--- src/rtl/core/dlpg_pkg.sv ---
package dlpg_pkg;

	localparam int COORD_BITS = 6;
	localparam int ACC_BITS   = COORD_BITS + 3;

	typedef struct packed {
		logic [COORD_BITS-1:0] start_x;
		logic [COORD_BITS-1:0] start_z;
		logic [COORD_BITS-1:0] end_x;
		logic [COORD_BITS-1:0] end_z;
	} in_item_t;

	typedef struct packed {
		logic [COORD_BITS-1:0] point_x;
		logic [COORD_BITS-1:0] point_z;
		logic                  last_point;
	} out_item_t;

	typedef enum logic [1:0] {
		ST_IDLE,
		ST_SETUP,
		ST_EMIT
	} state_t;

	typedef struct packed {
		logic load;
		logic setup;
		logic step;
	} dp_cmd_t;

	typedef struct packed {
		logic degenerate;
		logic last;
	} dp_status_t;

endpackage

--- src/rtl/core/dda_line_point_generator_top.sv ---
// channel   direction  payload      handshake
// in        input      in_item_t    in_valid / in_ready
// out       output     out_item_t   out_valid / out_ready
//
// a segment is accepted in idle, set up in the setup state, then gives span+1 points (up to 64),
// stepped by the single accumulator of the datapath
// coincident endpoints return to idle after setup with no output
// arst_n clears the controller to idle; datapath registers need no reset
// a stalled output holds the current point; no new segment is taken until the last point leaves
module dda_line_point_generator_top (
	input  logic                clk,
	input  logic                arst_n,
	input  logic                in_valid,
	output logic                in_ready,
	input  dlpg_pkg::in_item_t  in_data,
	output logic                out_valid,
	input  logic                out_ready,
	output dlpg_pkg::out_item_t out_data
);
	import dlpg_pkg::*;

	dp_cmd_t    cmd;
	dp_status_t status;

	dlpg_ctrl u_ctrl (
		.clk       (clk),
		.arst_n    (arst_n),
		.in_valid  (in_valid),
		.in_ready  (in_ready),
		.out_valid (out_valid),
		.out_ready (out_ready),
		.status    (status),
		.cmd       (cmd)
	);

	dlpg_datapath u_datapath (
		.clk      (clk),
		.arst_n   (arst_n),
		.in_data  (in_data),
		.cmd      (cmd),
		.status   (status),
		.out_data (out_data)
	);

endmodule

--- src/rtl/core/dlpg_ctrl.sv ---
module dlpg_ctrl (
	input  logic                clk,
	input  logic                arst_n,
	input  logic                in_valid,
	output logic                in_ready,
	output logic                out_valid,
	input  logic                out_ready,
	input  dlpg_pkg::dp_status_t status,
	output dlpg_pkg::dp_cmd_t    cmd
);
	import dlpg_pkg::*;

	state_t state_q;
	state_t state_nxt;

	always_ff @(posedge clk or negedge arst_n) begin
		if (!arst_n) begin
			state_q <= ST_IDLE;
		end else begin
			state_q <= state_nxt;
		end
	end

	always_comb begin
		state_nxt = state_q;
		case (state_q)
			ST_IDLE: begin
				if (in_valid) begin
					state_nxt = ST_SETUP;
				end
			end
			ST_SETUP: begin
				state_nxt = status.degenerate ? ST_IDLE : ST_EMIT;
			end
			ST_EMIT: begin
				if (out_ready && status.last) begin
					state_nxt = ST_IDLE;
				end
			end
			default: begin
				state_nxt = ST_IDLE;
			end
		endcase
	end

	always_comb begin
		in_ready  = 1'b0;
		out_valid = 1'b0;
		cmd       = '0;
		case (state_q)
			ST_IDLE: begin
				in_ready = 1'b1;
				cmd.load = in_valid;
			end
			ST_SETUP: begin
				cmd.setup = 1'b1;
			end
			ST_EMIT: begin
				out_valid = 1'b1;
				cmd.step  = out_ready;
			end
			default: begin
				in_ready = 1'b0;
			end
		endcase
	end

`ifndef ASSERT_OFF
	a_no_overlap: assert property (@(posedge clk) disable iff (!arst_n)
		!(in_ready && out_valid))
		else $error("input and output handshakes open together");

	a_accept_to_setup: assert property (@(posedge clk) disable iff (!arst_n)
		(in_valid && in_ready) |=> (state_q == ST_SETUP))
		else $error("accepted transaction did not enter setup");
`endif

endmodule

--- src/rtl/core/dlpg_datapath.sv ---
module dlpg_datapath (
	input  logic                 clk,
	input  logic                 arst_n,
	input  dlpg_pkg::in_item_t   in_data,
	input  dlpg_pkg::dp_cmd_t    cmd,
	output dlpg_pkg::dp_status_t status,
	output dlpg_pkg::out_item_t  out_data
);
	import dlpg_pkg::*;

	localparam int C = COORD_BITS;
	localparam int W = ACC_BITS;

	in_item_t              in_q;
	logic                  zmajor_q;
	logic [C-1:0]          span_q;
	logic [C-1:0]          left_q;
	logic [C-1:0]          major_q;
	logic [C-1:0]          minor_q;
	logic signed [W-1:0]   dmin2_q;
	logic signed [W-1:0]   rem_q;

	logic signed [C:0]     dx;
	logic signed [C:0]     dz;
	logic signed [C:0]     adx_full;
	logic signed [C:0]     adz_full;
	logic [C-1:0]          adx;
	logic [C-1:0]          adz;
	logic                  zmajor;
	logic [C-1:0]          span;
	logic [C-1:0]          lo_major;
	logic [C-1:0]          lo_minor;
	logic signed [C:0]     dmin;
	logic signed [W-1:0]   twod;
	logic signed [W-1:0]   sum;

	always_comb begin
		dx       = $signed({1'b0, in_q.end_x}) - $signed({1'b0, in_q.start_x});
		dz       = $signed({1'b0, in_q.end_z}) - $signed({1'b0, in_q.start_z});
		adx_full = dx[C] ? -dx : dx;
		adz_full = dz[C] ? -dz : dz;
		adx      = adx_full[C-1:0];
		adz      = adz_full[C-1:0];
		zmajor   = adz > adx;
		if (zmajor) begin
			span = adz;
			if (!dz[C]) begin
				lo_major = in_q.start_z;
				lo_minor = in_q.start_x;
				dmin     = dx;
			end else begin
				lo_major = in_q.end_z;
				lo_minor = in_q.end_x;
				dmin     = -dx;
			end
		end else begin
			span = adx;
			if (!dx[C]) begin
				lo_major = in_q.start_x;
				lo_minor = in_q.start_z;
				dmin     = dz;
			end else begin
				lo_major = in_q.end_x;
				lo_minor = in_q.end_z;
				dmin     = -dz;
			end
		end
	end

	assign twod = $signed({2'b00, span_q, 1'b0});
	assign sum  = rem_q + dmin2_q;

	always_ff @(posedge clk) begin
		if (cmd.load) begin
			in_q <= in_data;
		end
		if (cmd.setup) begin
			zmajor_q <= zmajor;
			span_q   <= span;
			left_q   <= span;
			major_q  <= lo_major;
			minor_q  <= lo_minor;
			dmin2_q  <= $signed({dmin[C], dmin, 1'b0});
			rem_q    <= $signed({3'b000, span});
		end else if (cmd.step) begin
			major_q <= major_q + C'(1);
			left_q  <= left_q - C'(1);
			if (sum >= twod) begin
				rem_q   <= sum - twod;
				minor_q <= minor_q + C'(1);
			end else if (sum < 0) begin
				rem_q   <= sum + twod;
				minor_q <= minor_q - C'(1);
			end else begin
				rem_q <= sum;
			end
		end
	end

	assign status.degenerate = (adx == '0) && (adz == '0);
	assign status.last       = (left_q == '0);

	assign out_data.point_x    = zmajor_q ? minor_q : major_q;
	assign out_data.point_z    = zmajor_q ? major_q : minor_q;
	assign out_data.last_point = status.last;

`ifndef ASSERT_OFF
	a_rem_range: assert property (@(posedge clk) disable iff (!arst_n)
		$past(cmd.step) |-> (rem_q >= 0) && (rem_q < twod))
		else $error("step remainder left its range");

	a_major_advance: assert property (@(posedge clk) disable iff (!arst_n)
		cmd.step |=> (major_q == $past(major_q) + 1'b1) && (left_q == $past(left_q) - 1'b1))
		else $error("major coordinate and step count out of lockstep");
`endif

endmodule

--- config.mk ---
export PLATFORM = sky130hd
export DESIGN_NAME = dda_line_point_generator_top
export DESIGN_NICKNAME = d
export VERILOG_FILES = /design/src/rtl/core/dlpg_pkg.sv /design/src/rtl/core/dda_line_point_generator_top.sv /design/src/rtl/core/dlpg_ctrl.sv /design/src/rtl/core/dlpg_datapath.sv
export SDC_FILE = /design/constraint.sdc
export NUM_CORES = 1
export LEC_CHECK = 0
export BUFFER_PORTS_ARGS = -buffer_cell sky130_fd_sc_hd__buf_2
export CORE_MARGIN = 2
export CORE_UTILIZATION = 55
export CTS_BUF_LIST = sky130_fd_sc_hd__clkbuf_4
export CTS_CLUSTER_DIAMETER = 150
export CTS_CLUSTER_SIZE = 14
export DETAILED_ROUTE_END_ITERATION = 10
export GPL_TIMING_DRIVEN = 0
export MAX_ROUTING_LAYER = met4
export PLACE_DENSITY_LB_ADDON = 0.25
export SLEW_MARGIN = 0
export SYNTH_ARGS = -nofsm -noshare
export SYNTH_HDL_FRONTEND = slang
export SYNTH_SLANG_ARGS = --single-unit
--- constraint.sdc ---
create_clock -name clk -period 12.9 [get_ports clk]
set_input_delay 0 -clock clk [delete_from_list [all_inputs] [get_ports clk]]
set_output_delay 0 -clock clk [all_outputs]
set_load 0.05 [all_outputs]
Word level (Yosys, flattened, before mapping)
Cells that the tools add are included.
{"block": "word_totals", "ff_bits": 67, "in_bits": 28, "elab_cells": 76}
{"block": "op_classes", "reduce_logical": 10, "addsub": 11, "n_lt_le_gt_ge": 3, "n_mux": 35, "eq_ne": 4}
{"cell": "6-bit two-way mux", "count": 21}
{"cell": "7-bit two-way mux", "count": 3}
{"cell": "9-bit by 8-bit adder with 9-bit output", "count": 2}
{"cell": "6-bit zero test", "count": 3}
{"cell": "9-bit two-way mux", "count": 2}
{"cell": "7-bit negation", "count": 2}
{"cell": "6-bit by 6-bit subtractor with 7-bit output", "count": 2}
{"cell": "6-bit by 1-bit adder with 6-bit output, second input constant", "count": 2}
{"cell": "6-bit by 1-bit subtractor with 6-bit output, second input constant", "count": 2}
{"cell": "9-bit by 8-bit greater-or-equal comparator with 1-bit output", "count": 1}
{"cell": "9-bit by 1-bit < comparator with 1-bit output, second input constant", "count": 1}
{"cell": "9-bit by 8-bit subtractor with 9-bit output", "count": 1}
{"cell": "6-bit greater-than comparator", "count": 1}
{"cell": "2-bit two-way mux", "count": 3}
{"cell": "2-bit case mux with 3 select lines", "count": 1}
{"cell": "1-bit two-way mux", "count": 5}
{"cell": "2-bit AND reduction", "count": 2}
{"cell": "3-bit nonzero test", "count": 1}
{"cell": "2-bit by 1-bit == test with 1-bit output, second input constant", "count": 1}
{"cell": "2-bit == test, second input constant", "count": 1}
{"cell": "1-bit logical AND", "count": 2}
{"cell": "2-bit zero test", "count": 1}
{"cell": "2-bit by 1-bit inequality test with 1-bit output, second input constant", "count": 1}
{"cell": "2-bit inequality test, second input constant", "count": 1}
{"cell": "2-bit nonzero test", "count": 1}

Depth between registers and ports, before layout
Gate-level depths: netlist of run 1.
{"block": "logic_depth", "depth_word": 7, "ltp_mapped": 20, "mapped_depth_nobuf": 20}

Hierarchy
Synthesis of run 1 repeated with hierarchy kept, for this count alone.
{"block": "hier_totals", "hier_cells": 544, "hier_area_um2": 5477.8}
{"module": "dlpg_datapath", "area_per_inst_um2": 5372.7, "instances": 1, "cells_each": 533}
{"module": "dlpg_ctrl", "area_per_inst_um2": 105.1, "instances": 1, "cells_each": 11}

Least setup slack after synthesis of run 1
No wires, ideal clock.
{"block": "synth_timing", "path_kind": "register -> register", "startpoint": "register u_datapath.rem_q[1]", "endpoint": "register u_datapath.minor_q[5], data pin", "arrival_ns": 3.895, "setup_ns": 0.270, "n_path_buf": 0, "path_stages_with_launch": 19, "setup_slack_ns": 8.735, "cell_sequence": "edfxtp_1 > ha_1 > fa_1 > a211oi_1 > o21a_1 > ha_1 > o21ai_0 > nor2_1 > o31ai_2 > nand2_4 > nand3b_2 > ha_1 > a21o_1 > a21oi_1 > o21bai_1 > a21oi_1 > xnor2_1 > xnor2_1 > a21oi_1"}
{"block": "synth_via", "elab_chain_cells": 5}
{"item": "start: declaration", "line": "dlpg_datapath.sv:21", "source": "logic signed [W-1:0] rem_q;"}
{"item": "start signal: assignment", "line": "dlpg_datapath.sv:84", "source": "rem_q <= $signed({3'b000, span});"}
{"item": "start signal: assignment", "line": "dlpg_datapath.sv:89", "source": "rem_q <= sum - twod;"}
{"item": "start signal: assignment", "line": "dlpg_datapath.sv:92", "source": "rem_q <= sum + twod;"}
{"item": "9-bit by 8-bit adder with 9-bit output", "line": "dlpg_datapath.sv:71", "source": "assign sum = rem_q + dmin2_q;"}
{"item": "9-bit by 8-bit greater-or-equal comparator with 1-bit output", "line": "dlpg_datapath.sv:88", "source": "if (sum >= twod) begin"}
{"item": "6-bit two-way mux", "line": "dlpg_datapath.sv:88"}
{"item": "6-bit two-way mux", "line": "dlpg_datapath.sv:85", "source": "end else if (cmd.step) begin"}
{"item": "6-bit two-way mux", "line": "dlpg_datapath.sv:77", "source": "if (cmd.setup) begin"}
{"item": "end signal: assignment", "line": "dlpg_datapath.sv:82", "source": "minor_q <= lo_minor;"}
{"item": "end signal: assignment", "line": "dlpg_datapath.sv:90", "source": "minor_q <= minor_q + C'(1);"}
{"item": "end signal: assignment", "line": "dlpg_datapath.sv:93", "source": "minor_q <= minor_q - C'(1);"}
{"item": "end: declaration", "line": "dlpg_datapath.sv:19", "source": "logic [C-1:0] minor_q;"}
No other way between the ends. The select of a mux whose other input is x is not followed.
A chain may end at the register's enable or synchronous reset.

Worst setup path after layout of run 1
{"block": "layout_timing", "startpoint": "register u_datapath.in_q[18] in the netlist's numbering", "endpoint": "register u_datapath.minor_q[0], data pin"}
{"block": "layout_via", "elab_chain_cells": 6}
{"item": "start: declaration", "line": "dlpg_datapath.sv:14", "source": "in_item_t in_q;"}
{"item": "start signal: assignment", "line": "dlpg_datapath.sv:75", "source": "in_q <= in_data;"}
{"item": "6-bit by 6-bit subtractor with 7-bit output", "line": "dlpg_datapath.sv:38", "source": "dx = $signed({1'b0, in_q.end_x}) - $signed({1'b0, in_q.start_x});"}
{"item": "7-bit negation", "line": "dlpg_datapath.sv:40", "source": "adx_full = dx[C] ? -dx : dx;"}
{"item": "6-bit two-way mux", "line": "dlpg_datapath.sv:40"}
{"item": "6-bit greater-than comparator", "line": "dlpg_datapath.sv:44", "source": "zmajor = adz > adx;"}
{"item": "6-bit two-way mux (*)", "line": "dlpg_datapath.sv:45", "source": "if (zmajor) begin"}
{"item": "6-bit two-way mux (*)", "line": "dlpg_datapath.sv:77"}
Mark *: on every way between the ends. The rest lies on a longest branch, timed or not.

==> results_tabular.tex, run 1 <==
\begin{tabular}{lr}
\hline
Metric & Value \\
\hline
\multicolumn{2}{l}{\textbf{CTS}} \\
\quad Clock Latency Late Sink & 430 ps \\
\quad Postcts setup bufs & 0 \\
\quad Clock slew seen by the registers of the worst setup and hold paths & 120 ps \\
\quad Cell chosen for the clock root & clkbuf\_4 \\
\quad Number of sinks driven by the clock tree & 67 \\
\quad Clk buf depth & 2 \\
\quad CTS HTree Levels & 3 \\
\quad Clock tree from TritonCTS & yes \\
\quad Number of buffers created by CTS & 9 \\
\multicolumn{2}{l}{\textbf{Global route}} \\
\quad Number of global-route vias before repair & 4619 \\
\quad Total routing resource utilization after global routing & 0.268 \\
\quad Antenna violations before repair & 0 \\
\quad Wire length of the first global-routing pass & 22.6 mm \\
\quad Total grt overflow & 0 \\
\quad Pin count of the biggest net entering global routing & 25 \\
\multicolumn{2}{l}{\textbf{Route}} \\
\quad 1st-pass router iterations & 5 \\
\quad Remaining number of nets flagged by the antenna check after routing & 0 \\
\quad Vias per inst & about 6 \\
\quad Via total after detailed routing & 4654 \\
\quad Aggregate routed wire length & 13.7 mm \\
\quad DRC viols & 0 \\
\quad Average routed wire per standard cell & roughly 17 um \\
\quad Initial detailed-routing violation count & approximately 430 \\
\multicolumn{2}{l}{\textbf{Critical path}} \\
\quad Cells traversed along the worst timing path & ha\_1 -> fa\_1 -> nand2b\_2 -> a211oi\_4 -> nor2\_2 -> a221oi\_2 -> xor2\_1 -> inv\_1 -> ha\_1 -> nand3\_1 -> o21bai\_1 -> a21oi\_2 -> clkbuf\_1 -> nor2\_1 -> a211oi\_1 -> a21oi\_1 \\
\quad Critical-path top delay cell & edfxtp\_1 \\
\quad Number of cell instances on the worst register-to-register path & 16 \\
\quad Crit-path max FO & 10 \\
\quad Minimum setup slack among reg-to-reg paths & 8110 ps \\
\quad Endpoint kind of the worst setup timing path & flip-flop \\
\quad Data arrival at the endpoint of the critical path & 4970 ps \\
\quad Reg2Reg Capture Point & u\_datapath.minor\_q[0] \\
\quad Family with the most delay on the worst path & compound AO/OA/AOI/OAI gates \\
\quad Crit path launch type & flip-flop \\
\quad Slowest Stage Delay on Critical Path & 460 ps \\
\quad Number of logic stages on the critical path including buffering & 16 \\
\quad Critical path required time & 13070 ps \\
\quad Reg-to-reg startpoint & u\_datapath.in\_q[18] \\
\quad Worst Path Class, Setup & reg -> reg \\
\quad Combined buffer and inverter count along the critical path & 2 \\
\quad Most common cell on crit path & ha\_1 \\
\multicolumn{2}{l}{\textbf{Logic synthesis}} \\
\quad \#FFs+latches synth & 67 \\
\quad Async set-reset flop share out of synthesis & 0.0299 \\
\quad Sequential area share after synthesis & 0.359 \\
\quad Largest cells by area after synthesis & edfxtp\_1, ha\_1, xnor2\_1 \\
\quad Main flop type after synthesis & edfxtp\_1 \\
\quad Count of flip-flops with a built-in enable after synthesis & 62 \\
\quad Number of library cell types mapped by synthesis & 69 \\
\quad Cells after Synth & between 500 and 600 \\
\quad Leading area contributor after synthesis & edfxtp\_1 \\
\quad Netlist area before placement & 5500 sq um \\
\quad Yosys warning count & 0 \\
\quad Share of the synthesized area in the top cell type & 0.338 \\
\quad Nets in the synthesized netlist & 650 \\
\quad Average footprint of a synthesized cell & about 9.7 sq um \\
\multicolumn{2}{l}{\textbf{STA}} \\
\quad Setup violation total in the final timing report & 0 \\
\quad Clock skew after layout & 26.5 ps \\
\quad Worst hold slack across all endpoints & 265 ps \\
\quad F\_max & 209 MHz \\
\quad Slew at the pin closest to its max-slew limit & 1340 ps \\
\quad Tightest slew margin relative to the limit & 0.104 \\
\quad Portion of the clock cycle consumed by the worst path in the final layout & 0.372 \\
\quad Final Slew Violations & 0 \\
\quad Final critical delay including setup and external delays & roughly 4800 ps \\
\quad Unrepaired setup endpoints after global routing & false \\
\quad Aggregate negative setup slack & 0 ps \\
\quad Fin. Hold Viols & 0 \\
\multicolumn{2}{l}{\textbf{Final layout}} \\
\quad Most common cell after layout, fill and taps aside & edfxtp\_1 \\
\quad Fraction of final layout cells sized beyond drive strength 1 & 0.153 \\
\quad Fill cells & 812 \\
\quad Area added between synthesis and finish & 14.5\% \\
\quad Non-filler cells in the finished layout & just under 800 \\
\quad Layout Nets & 731 \\
\quad Top library cells by usage in the layout, fill and taps aside & edfxtp\_1, inv\_1, buf\_2 \\
\quad Diode count & 0 \\
\multicolumn{2}{l}{\textbf{Placement}} \\
\quad Placed Cells & 744 \\
\quad Placed wire-length estimate after detailed placement & a little over 10 mm \\
\quad Weighted congestion reported at the end of routability-driven placement & between 0.9 and 1 \\
\quad Input/output buffers & 42 \\
\multicolumn{2}{l}{\textbf{Run status}} \\
\quad Result of the run & finished, final reports clean \\
\multicolumn{2}{l}{\textbf{Hold path}} \\
\quad Number of stages on the worst hold path & 2 \\
\quad Startpoint of the worst hold path & in\_data[20] \\
\quad Path category of the worst min-delay check & in -> reg \\
\quad Hold Path Sink & u\_datapath.in\_q[20] \\
\multicolumn{2}{l}{\textbf{Floorplanning}} \\
\quad Row cnt & 36 \\
\quad Starting density of the core & 0.565 \\
\quad Io pins & 43 \\
\quad Die Height & 104 um \\
\quad Core Region & between 9000 and 10000 sq um \\
\quad DIE WIDTH & $\sim$100 um \\
\quad Die area & 10800 sq um \\
\multicolumn{2}{l}{\textbf{Run}} \\
\quad Maxcap violations & 0 \\
\hline
\end{tabular}
metal layers:
layer / global-route usage / up-vias / part of all wire
li1: - / 2227 / -
met1: 0.348 / 2250 / 0.44
met2: 0.440 / 158 / 0.49
met3: 0.0420 / 19 / 0.063
met4: 0.0734 / 0 / 0.015
met5: - / - / 0
flip-flops by register name, summed over array words and instances (netlist names):
| signal | flops |
|---|---|
| u_datapath.in_q | 24 |
| u_datapath.zmajor_q | 1 |
| u_ctrl.state_q | 2 |
| u_datapath.left_q | 6 |
| u_datapath.minor_q | 6 |
| u_datapath.major_q | 6 |
| u_datapath.span_q | 6 |
| u_datapath.rem_q | 9 |
| u_datapath.dmin2_q | 7 |
how the worst max path moves through the flow:
stage                        startpoint                    end  slack [ps]
floorplan           u_datapath.rem_q[1]  u_datapath.minor_q[5]        8730
CTS                 u_datapath.in_q[18]    u_datapath.rem_q[1]        8170
finish              u_datapath.in_q[18]  u_datapath.minor_q[0]        8110
global route        u_datapath.in_q[18]  u_datapath.minor_q[0]        7800
detailed placement  u_datapath.rem_q[1]  u_datapath.minor_q[5]        8190
global placement    u_datapath.in_q[18]    u_datapath.rem_q[2]        8230
layout make-up:
| type | instances | area, sq um | share of cell area |
|---|---|---|---|
| Buffer | 21 | 88.8 | 0.0141 |
| Clock buffer | 10 | 75.1 | 0.0119 |
| Clock inverter | 6 | 65.1 | 0.0103 |
| Inverter | 50 | 188 | 0.0298 |
| Multi-Input combinational cell | 431 | 3250 | 0.516 |
| Sequential cell | 67 | 1970 | 0.313 |
| Tap cell | 133 | 166 | 0.0264 |
| Timing Repair Buffer | 70 | 490 | 0.0779 |
logic make-up (layout without fill, tap and decap cells):
| kind of cell | count (synthesis) | after routing | synth area share |
|---|---|---|---|
| flops | 67 | 67 | 0.359 |
| compound gates | 158 | 158 | 0.195 |
| simple gates | 144 | 144 | 0.131 |
| mux | 31 | 31 | 0.0587 |
| xor+xnor | 45 | 45 | 0.0778 |
| fa+ha+maj | 53 | 53 | 0.129 |
| buf+inv | 71 | 157 | 0.0503 |
metrics by stage:
step	area (sq um)	utilization	setup WS, ps
final	6300	0.647	8110
after global routing	6300	0.647	7800
after CTS	6300	0.647	8170
after detailed placement	5880	0.604	8190
after global placement	5880	0.604	8230
after floorplan	5500	-	8730
cells in the mapped netlist, drive strengths merged (3+ instances only):
cell type	count
a311o	6
nand2b	5
ha	47
nand2	42
edfxtp	62
nand3b	3
inv	50
mux2	10
nor2	43
nor2b	8
a311oi	5
a211oi	17
a21boi	4
and2	5
or3	3
fa	6
mux2i	21
o21bai	5
a31oi	3
a21o	8
xor2	15
clkbuf	12
o31ai	6
o211ai	4
xnor2	30
a21oi	42
o21ai	43
dfxtp	3
nor3b	3
nor3	3
nor4	6
nand3	12
buf	9
o21a	5
timing repair:
item / 4_1_cts / 5_1_grt
hold buffers: 28 / 0
gates resized for setup: 0 / 0
endpoints found under the hold margin: 28 / 0
Power of run 1 is not shown: default switching activity piles up to over one toggle a cycle in this logic, so the estimate is an artifact.
==> run 2, diff against run 1 <==
clock period = 3.95 ns   (was 12.9 ns; I/O delays follow)
==> run 2 against run 1 <==
Die area stayed put. Critical path type unchanged. Largest cell class unchanged. Highest routed layer unchanged. Clock skew hardly changed. Design area is 21% higher. Register-to-register slack worse by 8300 ps. Sequential share of layout area is 5.5 points lower. Fmax is 16% higher. The flow now finishes with violations (DRC, setup timing). Critical endpoint is now u_datapath.minor_q[5]. Via count is 16% higher. First-iteration DRC count is 44% higher. Hold slack worse by 37 ps.
==> results_tabular.tex, run 2 (synthesis gave the netlist of run 1 again) <==
\begin{tabular}{lr}
\hline
Metric & Value \\
\hline
\multicolumn{2}{l}{\textbf{CTS}} \\
\quad Clk buf depth & 2 (unchanged) \\
\quad Clock Latency Late Sink & 460 ps (+30 ps) \\
\quad Cell chosen for the clock root & clkbuf\_4 \\
\quad Clock slew seen by the registers of the worst setup and hold paths & 140 ps (+20 ps) \\
\quad CTS HTree Levels & 3 (unchanged) \\
\quad Number of buffers created by CTS & 9 (unchanged) \\
\quad Number of sinks driven by the clock tree & 67 (unchanged) \\
\quad Clock tree from TritonCTS & yes \\
\multicolumn{2}{l}{\textbf{STA}} \\
\quad Setup violation total in the final timing report & 14 (+14) \\
\quad Unrepaired setup endpoints after global routing & true \\
\quad Final critical delay including setup and external delays & 4120 ps (-674 ps) \\
\quad Fin. Hold Viols & 0 (unchanged) \\
\quad Final Slew Violations & 0 (unchanged) \\
\quad Aggregate negative setup slack & -732 ps (-732 ps) \\
\quad Worst setup margin & -169 ps (-8280 ps) \\
\quad Portion of the clock cycle consumed by the worst path in the final layout & 1.04 (+0.671) \\
\quad Slew at the pin closest to its max-slew limit & 1280 ps (-61.8 ps) \\
\quad Tightest slew margin relative to the limit & 0.145 (+0.0412) \\
\quad Clock skew after layout & 26.8 ps (+0.323 ps) \\
\quad F\_max & 243 MHz (+16\%) \\
\multicolumn{2}{l}{\textbf{Critical path}} \\
\quad Endpoint kind of the worst setup timing path & flip-flop \\
\quad Beginning of the critical path & u\_datapath.dmin2\_q[2] \\
\quad Data arrival at the endpoint of the critical path & 4310 ps (-660 ps) \\
\quad Critical path required time & 4150 ps (-8920 ps) \\
\quad Crit-path max FO & 5 (-5) \\
\quad Worst Path Class, Setup & reg -> reg \\
\quad Crit path launch type & flip-flop \\
\quad Reg-to-reg startpoint & u\_datapath.dmin2\_q[2] \\
\multicolumn{2}{l}{\textbf{Global route}} \\
\quad Total grt overflow & 0 (unchanged) \\
\quad Wire length of the first global-routing pass & 25.8 mm (+14\%) \\
\quad Total routing resource utilization after global routing & 0.312 (+0.0433) \\
\quad Pin count of the biggest net entering global routing & 25 (unchanged) \\
\quad Number of global-route vias before repair & 5072 (+9.8\%) \\
\quad Antenna violations before repair & 1 (+1) \\
\multicolumn{2}{l}{\textbf{Run status}} \\
\quad Result of the run & finished with violations \\
\quad Violations in the final reports & DRC, setup timing \\
\multicolumn{2}{l}{\textbf{Final layout}} \\
\quad Layout Nets & 786 (+7.5\%) \\
\quad Flip-flop count of the largest register, all copies and words added & 24 (unchanged) \\
\quad Area added between synthesis and finish & 38.9\% \\
\quad Top library cells by usage in the layout, fill and taps aside & edfxtp\_1, buf\_4, buf\_2 \\
\quad Most common cell after layout, fill and taps aside & edfxtp\_1 \\
\quad Register with the most flip-flops & u\_datapath.in\_q \\
\quad Top flop regs & u\_datapath.in\_q: 24 flops, u\_datapath.rem\_q: 9 flops, u\_datapath.dmin2\_q: 7 flops \\
\quad Fraction of final layout cells sized beyond drive strength 1 & 0.355 (+0.202) \\
\multicolumn{2}{l}{\textbf{Run}} \\
\quad Maxcap violations & 0 (unchanged) \\
\multicolumn{2}{l}{\textbf{Floorplanning}} \\
\quad DIE WIDTH & 104 um (unchanged) \\
\quad Die Height & 104 um (unchanged) \\
\quad Die area & 10800 sq um (unchanged) \\
\quad Io pins & 43 (unchanged) \\
\quad Starting density of the core & 0.565 (unchanged) \\
\quad Core Region & 9730 sq um (unchanged) \\
\quad Row cnt & 36 (unchanged) \\
\multicolumn{2}{l}{\textbf{Route}} \\
\quad Initial detailed-routing violation count & 612 (+44\%) \\
\quad Vias per inst & 6.39 (+8.3\%) \\
\quad Remaining number of nets flagged by the antenna check after routing & 0 (unchanged) \\
\quad Aggregate routed wire length & 18.7 mm (+37\%) \\
\quad DRC viols & 2 (+2) \\
\quad Via total after detailed routing & 5397 (+16\%) \\
\quad Average routed wire per standard cell & 22.2 um (+28\%) \\
\quad 1st-pass router iterations & 11 (+6) \\
\multicolumn{2}{l}{\textbf{Hold path}} \\
\quad Path category of the worst min-delay check & in -> reg \\
\quad Startpoint of the worst hold path & in\_data[10] \\
\multicolumn{2}{l}{\textbf{Placement}} \\
\quad Input/output buffers & 42 (unchanged) \\
\quad Placed wire-length estimate after detailed placement & 10.3 mm (+1.8\%) \\
\quad Weighted congestion reported at the end of routability-driven placement & 0.957 (+5.7\%) \\
\hline
\end{tabular}
[run 2: changes by cell type in the layout (fill, tap and decap cells not counted), sizes merged]
cell	previous run	this run
buf	51	108
bufinv	1	3
clkbuf	22	19
clkinv	3	2
diode	0	1
[run 2: layer usage]
metal / GRT usage / vias to the layer above / wire, um
met5: - / - / 0
met4: 0.114 / 0 / 1220
met3: 0.0608 / 126 / 1700
met2: 0.527 / 373 / 9250
met1: 0.371 / 2562 / 6570
li1: - / 2336 / -
[run 2: final cells by class]
cell class / count / area (sq um)
clock buffers: 9 / 67.6
clock inverters: 7 / 115
flip-flops and latches: 67 / 1970
well taps: 133 / 166
plain buffers: 18 / 105
repair buffers: 128 / 995
diodes: 1 / 2.50
fillers: 562 / 2090
multi-input cells: 431 / 4020
inverters: 50 / 190
[run 2: stage by stage]
stage          cells  setup WS [ps]  hold WS [ps]  area [sq um]   util
6_report         844           -169           228          7640  0.785
5_1_grt          844           -267           224          7640  0.785
4_1_cts          823          -19.0           255          7190  0.739
3_5_place_dp     744           -786          -206          5940  0.610
3_3_place_gp     744           -711          -215          5940  0.610
2_1_floorplan    569           14.7          -296          5560      -
[run 2: path summary, 6_finish.rpt]
kind	slack, ps	cells after the start	end
worst max-delay path	-170	20	u_datapath.minor_q[5]
worst min-delay path	230	2	u_datapath.in_q[10]
worst max register to register	-170	20	u_datapath.minor_q[5]
worst min register to register	510	2	u_datapath.rem_q[6]
max in group asynchronous	3400	3	u_ctrl.state_q[0]
min in group asynchronous	420	3	u_ctrl.state_q[1]
[run 2: worst max-delay path: stages (launching register included)]
cell and delay (ps):
edfxtp_1 430, ha_1 310, a21o_1 190, a21oi_4 180, buf_4 150, xnor2_2 90, ha_2 400, nand4_1 160
nor3_4 290, o31ai_4 130, nand2_4 100, nand3b_4 110, buf_6 140, buf_6 120, ha_4 270, inv_2 40
o21bai_1 190, a21oi_2 90, xnor2_1 190, xnor2_1 150, a21oi_1 90
[run 2: repair_timing]
item                                    CTS  global route
gates resized for setup                  93            66
cloned                                    1             1
hold buffers                             28             0
buffers inserted                         36            21
pin swaps                                45            47
endpoints found under the hold margin    28             0
endpoints found under the setup margin   37            34
Power of run 2 is left out for the same reason.
